===== config.mk =====
export PLATFORM = sky130hd
export DESIGN_NAME = modular_exponentiation
export DESIGN_NICKNAME = d
export VERILOG_FILES = /design/src/sv/mexp_pkg.sv /design/src/sv/mexp_mulmod.sv /design/src/sv/modular_exponentiation.sv
export SDC_FILE = /design/constraint.sdc
export NUM_CORES = 1
export LEC_CHECK = 0
export BUFFER_PORTS_ARGS = -buffer_cell sky130_fd_sc_hd__buf_2
export CAP_MARGIN = 20
export CORE_UTILIZATION = 54
export CTS_CLUSTER_DIAMETER = 40
export DETAILED_ROUTE_END_ITERATION = 12
export PLACE_DENSITY = 0.82
export SETUP_SLACK_MARGIN = 0.3
export SLEW_MARGIN = 15
export SYNTH_ARGS = -nofsm -noshare
export SYNTH_HDL_FRONTEND = slang
export SYNTH_SLANG_ARGS = --single-unit

===== constraint.sdc =====
create_clock -name clk -period 6.85 [get_ports clk]
set_clock_uncertainty 0.1 [all_clocks]
set_input_delay 1.37 -clock clk [delete_from_list [all_inputs] [get_ports clk]]
set_output_delay 1.37 -clock clk [all_outputs]
set_load 0.05 [all_outputs]

===== src/sv/mexp_pkg.sv =====
// Shared widths, constants and unit handshake types for the modular exponentiation block.
`default_nettype none

package mexp_pkg;

    // Field widths fixed by the interface
    localparam int BASE_FIELD_WIDTH = 63;
    localparam int EXP_FIELD_WIDTH  = 63;
    localparam int MOD_FIELD_WIDTH  = 31;
    localparam int RES_FIELD_WIDTH  = 31;

    // Bits of exponent and modulus actually used
    localparam int EXP_WIDTH = 63;
    localparam int MOD_WIDTH = 31;

    // Multiplier word: wide enough for the unreduced base
    localparam int WORD_WIDTH = BASE_FIELD_WIDTH;
    localparam int CNT_WIDTH  = $clog2(WORD_WIDTH + 1);

    localparam logic [MOD_WIDTH-1:0] RESET_MODULUS = MOD_WIDTH'(1000000007);
    localparam logic [MOD_WIDTH-1:0] ONE_MOD       = MOD_WIDTH'(1);

    localparam logic [CNT_WIDTH-1:0] LEN_REDUCE = CNT_WIDTH'(BASE_FIELD_WIDTH);
    localparam logic [CNT_WIDTH-1:0] LEN_MUL    = CNT_WIDTH'(MOD_WIDTH);

    // Request to the shared modular multiplier: x * y mod m, y scanned MSB first
    typedef struct packed {
        logic                  start;
        logic [MOD_WIDTH-1:0]  x;
        logic [WORD_WIDTH-1:0] y;
        logic [CNT_WIDTH-1:0]  len;
    } mexp_req_t;

    typedef struct packed {
        logic                 done;
        logic [MOD_WIDTH-1:0] product;
    } mexp_rsp_t;

endpackage

`default_nettype wire


===== src/sv/mexp_mulmod.sv =====
// Bit-serial interleaved modular multiplier, one multiplier bit per cycle.
`default_nettype none

module mexp_mulmod
    import mexp_pkg::*;
(
    input  wire logic                 clk,
    input  wire logic                 rst_n,
    input  wire logic [MOD_WIDTH-1:0] m,
    input  wire mexp_req_t            req,
    output mexp_rsp_t                 rsp
);

    logic                  busy_reg, busy_next;
    logic                  done_reg, done_next;
    logic [CNT_WIDTH-1:0]  cnt_reg, cnt_next;
    logic [MOD_WIDTH-1:0]  r_reg, r_next;
    logic [MOD_WIDTH-1:0]  x_reg, x_next;
    logic [WORD_WIDTH-1:0] y_reg, y_next;

    logic [MOD_WIDTH-1:0] addend;
    logic [MOD_WIDTH+1:0] sum;
    logic [MOD_WIDTH+1:0] m_ext;
    logic [MOD_WIDTH+1:0] s1;
    logic [MOD_WIDTH+1:0] s2;

    // r < m and addend <= m keep 2r + addend below 3m: two subtracts settle it
    always_comb
    begin
        addend = y_reg[WORD_WIDTH-1] ? x_reg : '0;
        m_ext  = {2'b00, m};
        sum    = {1'b0, r_reg, 1'b0} + {2'b00, addend};
        s1     = (sum >= m_ext) ? (sum - m_ext) : sum;
        s2     = (s1 >= m_ext) ? (s1 - m_ext) : s1;
    end

    always_comb
    begin
        busy_next = busy_reg;
        done_next = 1'b0;
        cnt_next  = cnt_reg;
        r_next    = r_reg;
        x_next    = x_reg;
        y_next    = y_reg;
        if (req.start)
        begin
            busy_next = 1'b1;
            cnt_next  = req.len;
            r_next    = '0;
            x_next    = req.x;
            y_next    = req.y;
        end
        else if (busy_reg)
        begin
            r_next   = s2[MOD_WIDTH-1:0];
            y_next   = {y_reg[WORD_WIDTH-2:0], 1'b0};
            cnt_next = cnt_reg - CNT_WIDTH'(1);
            if (cnt_reg == CNT_WIDTH'(1))
            begin
                busy_next = 1'b0;
                done_next = 1'b1;
            end
        end
    end

    always_ff @(posedge clk or negedge rst_n)
    begin
        if (!rst_n)
        begin
            busy_reg <= 1'b0;
            done_reg <= 1'b0;
            cnt_reg  <= '0;
        end
        else
        begin
            busy_reg <= busy_next;
            done_reg <= done_next;
            cnt_reg  <= cnt_next;
        end
    end

    always_ff @(posedge clk)
    begin
        r_reg <= r_next;
        x_reg <= x_next;
        y_reg <= y_next;
    end

    assign rsp.done    = done_reg;
    assign rsp.product = r_reg;

    a_start_when_free: assert property (@(posedge clk) disable iff (!rst_n)
        req.start |-> !busy_reg)
        else $error("multiplier started while busy");

    a_residue_below_m: assert property (@(posedge clk) disable iff (!rst_n)
        (busy_reg || done_reg) |-> (r_reg < m))
        else $error("partial residue not reduced");

    a_done_ends_run: assert property (@(posedge clk) disable iff (!rst_n)
        done_reg |-> ($past(busy_reg) && !busy_reg))
        else $error("done without a finished run");

endmodule

`default_nettype wire


===== src/sv/modular_exponentiation.sv =====
// Top level: right-to-left square-and-multiply sequencer around a shared modular multiplier.
//
//   channel  | direction | handshake               | payload
//   ---------+-----------+-------------------------+--------------------------
//   in       | input     | in_valid / in_stall     | base_value[62:0], exponent[62:0]
//   out      | output    | out_valid / out_stall   | power_result[30:0]
//   cfg      | input     | cfg_wr_en               | cfg_wr_data[30:0] (modulus)
//
// The shared multiplier first reduces the base modulo the modulus, then runs the squares
// and multiplies, one per pass. A zero exponent or a modulus below two skips the multiplier
// and goes straight to S_FINISH. The next beat is taken once the sequencer is back in
// S_IDLE, after the result has been loaded into the output register.
// Reset loads the modulus 1000000007 and empties the output register. A finished result
// waits in the output register under out_stall while the next beat is already accepted.
`default_nettype none

module modular_exponentiation
    import mexp_pkg::*;
(
    input  wire logic                       clk,
    input  wire logic                       rst_n,
    input  wire logic                       in_valid,
    output logic                            in_stall,
    input  wire logic [BASE_FIELD_WIDTH-1:0] base_value,
    input  wire logic [EXP_FIELD_WIDTH-1:0]  exponent,
    output logic                            out_valid,
    input  wire logic                       out_stall,
    output logic [RES_FIELD_WIDTH-1:0]      power_result,
    input  wire logic                       cfg_wr_en,
    input  wire logic [MOD_FIELD_WIDTH-1:0] cfg_wr_data
);

    typedef enum logic [5:0] {
        S_IDLE   = 6'b000001,
        S_REDUCE = 6'b000010,
        S_NEXT   = 6'b000100,
        S_MUL    = 6'b001000,
        S_SQR    = 6'b010000,
        S_FINISH = 6'b100000
    } state_t;

    state_t                state_reg, state_next;
    logic [MOD_WIDTH-1:0]  modulus_reg;
    logic [EXP_WIDTH-1:0]  e_reg, e_next;
    logic [MOD_WIDTH-1:0]  acc_reg, acc_next;
    logic [MOD_WIDTH-1:0]  b_reg, b_next;
    logic                  out_valid_reg, out_valid_next;
    logic [MOD_WIDTH-1:0]  res_reg, res_next;

    mexp_req_t req;
    mexp_rsp_t rsp;
    logic      in_beat;
    logic      e_rest_zero;

    assign in_beat     = in_valid && (state_reg == S_IDLE);
    assign e_rest_zero = (e_reg[EXP_WIDTH-1:1] == '0);

    mexp_mulmod u_mulmod (
        .clk   (clk),
        .rst_n (rst_n),
        .m     (modulus_reg),
        .req   (req),
        .rsp   (rsp)
    );

    always_comb
    begin
        state_next     = state_reg;
        e_next         = e_reg;
        acc_next       = acc_reg;
        b_next         = b_reg;
        out_valid_next = out_valid_reg;
        res_next       = res_reg;
        req.start      = 1'b0;
        req.x          = b_reg;
        req.y          = {b_reg, {(WORD_WIDTH - MOD_WIDTH){1'b0}}};
        req.len        = LEN_MUL;

        if (out_valid_reg && !out_stall)
        begin
            out_valid_next = 1'b0;
        end

        case (state_reg)
            S_IDLE:
            begin
                if (in_valid)
                begin
                    e_next = exponent[EXP_WIDTH-1:0];
                    if (exponent[EXP_WIDTH-1:0] == '0)
                    begin
                        acc_next   = ONE_MOD;
                        state_next = S_FINISH;
                    end
                    else if (modulus_reg <= ONE_MOD)
                    begin
                        acc_next   = '0;
                        state_next = S_FINISH;
                    end
                    else
                    begin
                        // base mod m: shift the base in one bit per cycle
                        req.start  = 1'b1;
                        req.x      = ONE_MOD;
                        req.y      = base_value;
                        req.len    = LEN_REDUCE;
                        state_next = S_REDUCE;
                    end
                end
            end
            S_REDUCE:
            begin
                if (rsp.done)
                begin
                    b_next     = rsp.product;
                    acc_next   = ONE_MOD;
                    state_next = S_NEXT;
                end
            end
            S_NEXT:
            begin
                if (e_reg == '0)
                begin
                    state_next = S_FINISH;
                end
                else if (e_reg[0])
                begin
                    req.start  = 1'b1;
                    req.x      = acc_reg;
                    state_next = S_MUL;
                end
                else
                begin
                    req.start  = 1'b1;
                    state_next = S_SQR;
                end
            end
            S_MUL:
            begin
                if (rsp.done)
                begin
                    acc_next = rsp.product;
                    // skip the square after the top set bit
                    if (e_rest_zero)
                    begin
                        state_next = S_FINISH;
                    end
                    else
                    begin
                        req.start  = 1'b1;
                        state_next = S_SQR;
                    end
                end
            end
            S_SQR:
            begin
                if (rsp.done)
                begin
                    b_next     = rsp.product;
                    e_next     = {1'b0, e_reg[EXP_WIDTH-1:1]};
                    state_next = S_NEXT;
                end
            end
            S_FINISH:
            begin
                // hold until the output register is free or drains this cycle
                if (!out_valid_reg || !out_stall)
                begin
                    res_next       = acc_reg;
                    out_valid_next = 1'b1;
                    state_next     = S_IDLE;
                end
            end
            default:
            begin
                state_next = S_IDLE;
            end
        endcase
    end

    always_ff @(posedge clk or negedge rst_n)
    begin
        if (!rst_n)
        begin
            state_reg     <= S_IDLE;
            out_valid_reg <= 1'b0;
            modulus_reg   <= RESET_MODULUS;
        end
        else
        begin
            state_reg     <= state_next;
            out_valid_reg <= out_valid_next;
            if (cfg_wr_en)
            begin
                modulus_reg <= cfg_wr_data[MOD_WIDTH-1:0];
            end
        end
    end

    always_ff @(posedge clk)
    begin
        e_reg   <= e_next;
        acc_reg <= acc_next;
        b_reg   <= b_next;
        res_reg <= res_next;
    end

    assign in_stall     = (state_reg != S_IDLE);
    assign out_valid    = out_valid_reg;
    assign power_result = RES_FIELD_WIDTH'(res_reg);

    a_done_while_waiting: assert property (@(posedge clk) disable iff (!rst_n)
        rsp.done |-> (state_reg == S_REDUCE || state_reg == S_MUL || state_reg == S_SQR))
        else $error("multiplier result arrived outside a wait state");

    a_result_from_finish: assert property (@(posedge clk) disable iff (!rst_n)
        (out_valid_reg && !$past(out_valid_reg)) |-> $past(state_reg == S_FINISH))
        else $error("result loaded outside finish");

    a_start_from_beat: assert property (@(posedge clk) disable iff (!rst_n)
        (req.start && state_reg == S_IDLE) |-> in_beat)
        else $error("multiplier started from idle without an input beat");

endmodule

`default_nettype wire


==> impl_metrics.toml <==
[sta]
worst_slack_ps = -864
fin_crit_ps = 7710
slew_headroom = 0.224
rsz0062_at_grt = "true"
fmax_mhz = 130
setup_violations = 31
min_period_over_period = 1.13
tightest_slew_ps = 1150
slew_viol_final = 0
finalHoldViolations = 0

[setup_path]
start_kind = "register"
arrival_ps = 8010
crit_end = "u_mulmod.r_reg[19]$_SDFFE_PP0P_"
critical_path_required_ps = 7150
crit_start = "u_mulmod.y_reg[62]$_DFFE_PP_"
path_class = "reg -> reg"
reg2reg_to = "u_mulmod.r_reg[19]$_SDFFE_PP0P_"
crit_fanout = 10
crit_path_end_kind = "register"
max_stage_delay_ps = 560
rrSetupSlack_ps = -860
worst-r2r-cell-count = 34
slowest_stage = "or4_4"
crit-reg2reg-launch = "u_mulmod.y_reg[62]$_DFFE_PP_"

[placed_design]
io_buffers = 194
gp_congestion = 0.990
placed_cells = 2579
dp_hpwl_um = 40500

[layout]
n_antenna_cell = 0
syn2layout_area_growth_pct = 35.1
drive_gt1_frac = 0.389
mostFrequentLayoutCell = "buf_4"
mostFrequentLayoutCells = "buf_4 (330), edfxtp_1 (250), buf_2 (195)"
stdcell_count = 2699
nNetsFinal = 2477

[clock_tree]
cts_buffers = 42
clk_latency_ps = 550
clkSinkCount = 327
htree_num_levels = 2
clk_path_buf_depth = 3
cts_root_buffer = "clkbuf_16"
postCtsHoldBufs = 0
clk_pin_slew_ps = 60
cts_tree = "yes"

[routing]
dr.pass1.iters = 5
num_vias = 16122
drt-vias-per-instance = 5.97
drc = 0
drt_wl_total_um = 56300
drtIter0Drc = 1412
wl_per_cell_um = 20.9
ant_nets = 0

[floorplanning]
fp.dieW_um = 189
ios = 195
design.core.area_sq_um = 33900
die_h_um = 189
initial_core_util = 0.555
dieArea_sq_um = 35600
row_count = 67

[flow_run]
drv_cap = 0

[grt]
track_usage = 0.310
use_met2 = 0.524
met3_usage = 0.0387
grt_pass1_wl_um = 86100
grt_most_used_layer = "met2"
grt_overflow = 0
first_global_vias = 16110
grt_start_max_net_pins = 134
grt_util_met1 = 0.416
antenna_found_initial = 0

[synth]
synth_edf_count = 250
ys_ff_latch = 327
synth.distinct_cells = 80
syn_avg_cell_area_sq_um = 11.1
synth_top_area_share = 0.399
synth_area_sq_um = 18800
synthTopCellsByArea = "edfxtp_1 (40%), ha_1 (6.3%), mux2_2 (5.6%)"
synth-seq-area-share = 0.495
syn_inst = 1700
yosys_warnings = 0
async_flop_share = 0.141
synth_ff_type = "edfxtp_1"
synth_nets = 1959
synth_top_cell_by_area = "edfxtp_1"

[outcome]
outcome = "finished, violations left"
violations = "negative setup slack"

[min_path]
hold_path.class = "reg -> reg"
worst min-delay path by stage:
stage / startpoint / to / depth (start not counted)
floorplan: acc_reg[10]$_DFFE_PP_ / power_result[10]$_DFFE_PP_ / 0
global placement: acc_reg[27]$_DFFE_PP_ / power_result[27]$_DFFE_PP_ / 0
detailed placement: acc_reg[15]$_DFFE_PP_ / power_result[15]$_DFFE_PP_ / 0
CTS: acc_reg[27]$_DFFE_PP_ / power_result[27]$_DFFE_PP_ / 0
global route: acc_reg[27]$_DFFE_PP_ / power_result[27]$_DFFE_PP_ / 0
finish: acc_reg[27]$_DFFE_PP_ / power_result[27]$_DFFE_PP_ / 0
timing repair:
action / in CTS / in global routing
pin swaps: 38 / 42
buffers inserted: 27 / 9
setup endpoints to repair: 31 / 31
resized for setup: 94 / 43
gates cloned: 4 / 0
layout make-up:
cell class / instances / area, sq um
well taps: 448 / 561
inverters: 60 / 225
repair buffers: 550 / 3870
clock inverters: 29 / 335
flip-flops and latches: 327 / 9300
clock buffers: 48 / 1100
multi-input cells: 1237 / 10000
fillers: 2222 / 8470
worst max-delay path, delay by kind of cell (launching register included):
kind	cells	cell delay, ps
buffers and inverters	5	660
AO/OA/AOI/OAI	13	2580
flip-flops	1	510
XOR/XNOR	1	240
multiplexers	2	540
AND/OR/NAND/NOR	9	1960
adder cells (fa/ha/maj)	4	970
Yosys cell counts (all sizes together) (14+ instances only):
cell / instances
edfxtp: 250
o21ai: 134
nand2: 128
a21oi: 111
mux2: 95
ha: 94
and2: 70
clkbuf: 64
nor2: 63
a22o: 61
mux2i: 61
inv: 60
xnor2: 52
nor4: 49
a21o: 36
dfxtp: 31
dfrtp: 29
xor2: 28
nand4: 25
nand3: 23
o21a: 21
dfstp: 17
nand2b: 17
and3: 14
nor3: 14
per-stage QoR:
step           hold slack, ps  setup TNS (ps)  setup WS [ps]   util  instance area (sq um)
2_1_floorplan             327           -2120          -87.8      -                  19200
3_3_place_gp              334          -22520           -891  0.673                  22800
3_5_place_dp              338          -28760          -1070  0.673                  22800
4_1_cts                   347          -20020           -686  0.739                  25000
5_1_grt                   350          -31010          -1070  0.750                  25400
6_report                  345          -25450           -864  0.750                  25400
logic make-up (layout without fill, tap and decap cells):
group | after synthesis | in the layout | synth area share
and+or+nand+nor | 439 | 439 | 0.121
AOI/OAI and AO/OA | 465 | 465 | 0.163
buffers and inverters | 136 | 687 | 0.0290
muxes | 156 | 156 | 0.0896
adders and majority gates | 97 | 97 | 0.0658
xor gates and xnor gates | 80 | 80 | 0.0373
DFF | 327 | 327 | 0.495
routing by layer:
metal	routed length [um]	vias up
met4	1560	0
li1	-	7474
met2	26900	700
met3	3710	103
met5	0	-
met1	24100	7845
Power is left out: the tool's default activity adds up to more than one toggle a clock period on the data nets, which glitch-free logic cannot reach.
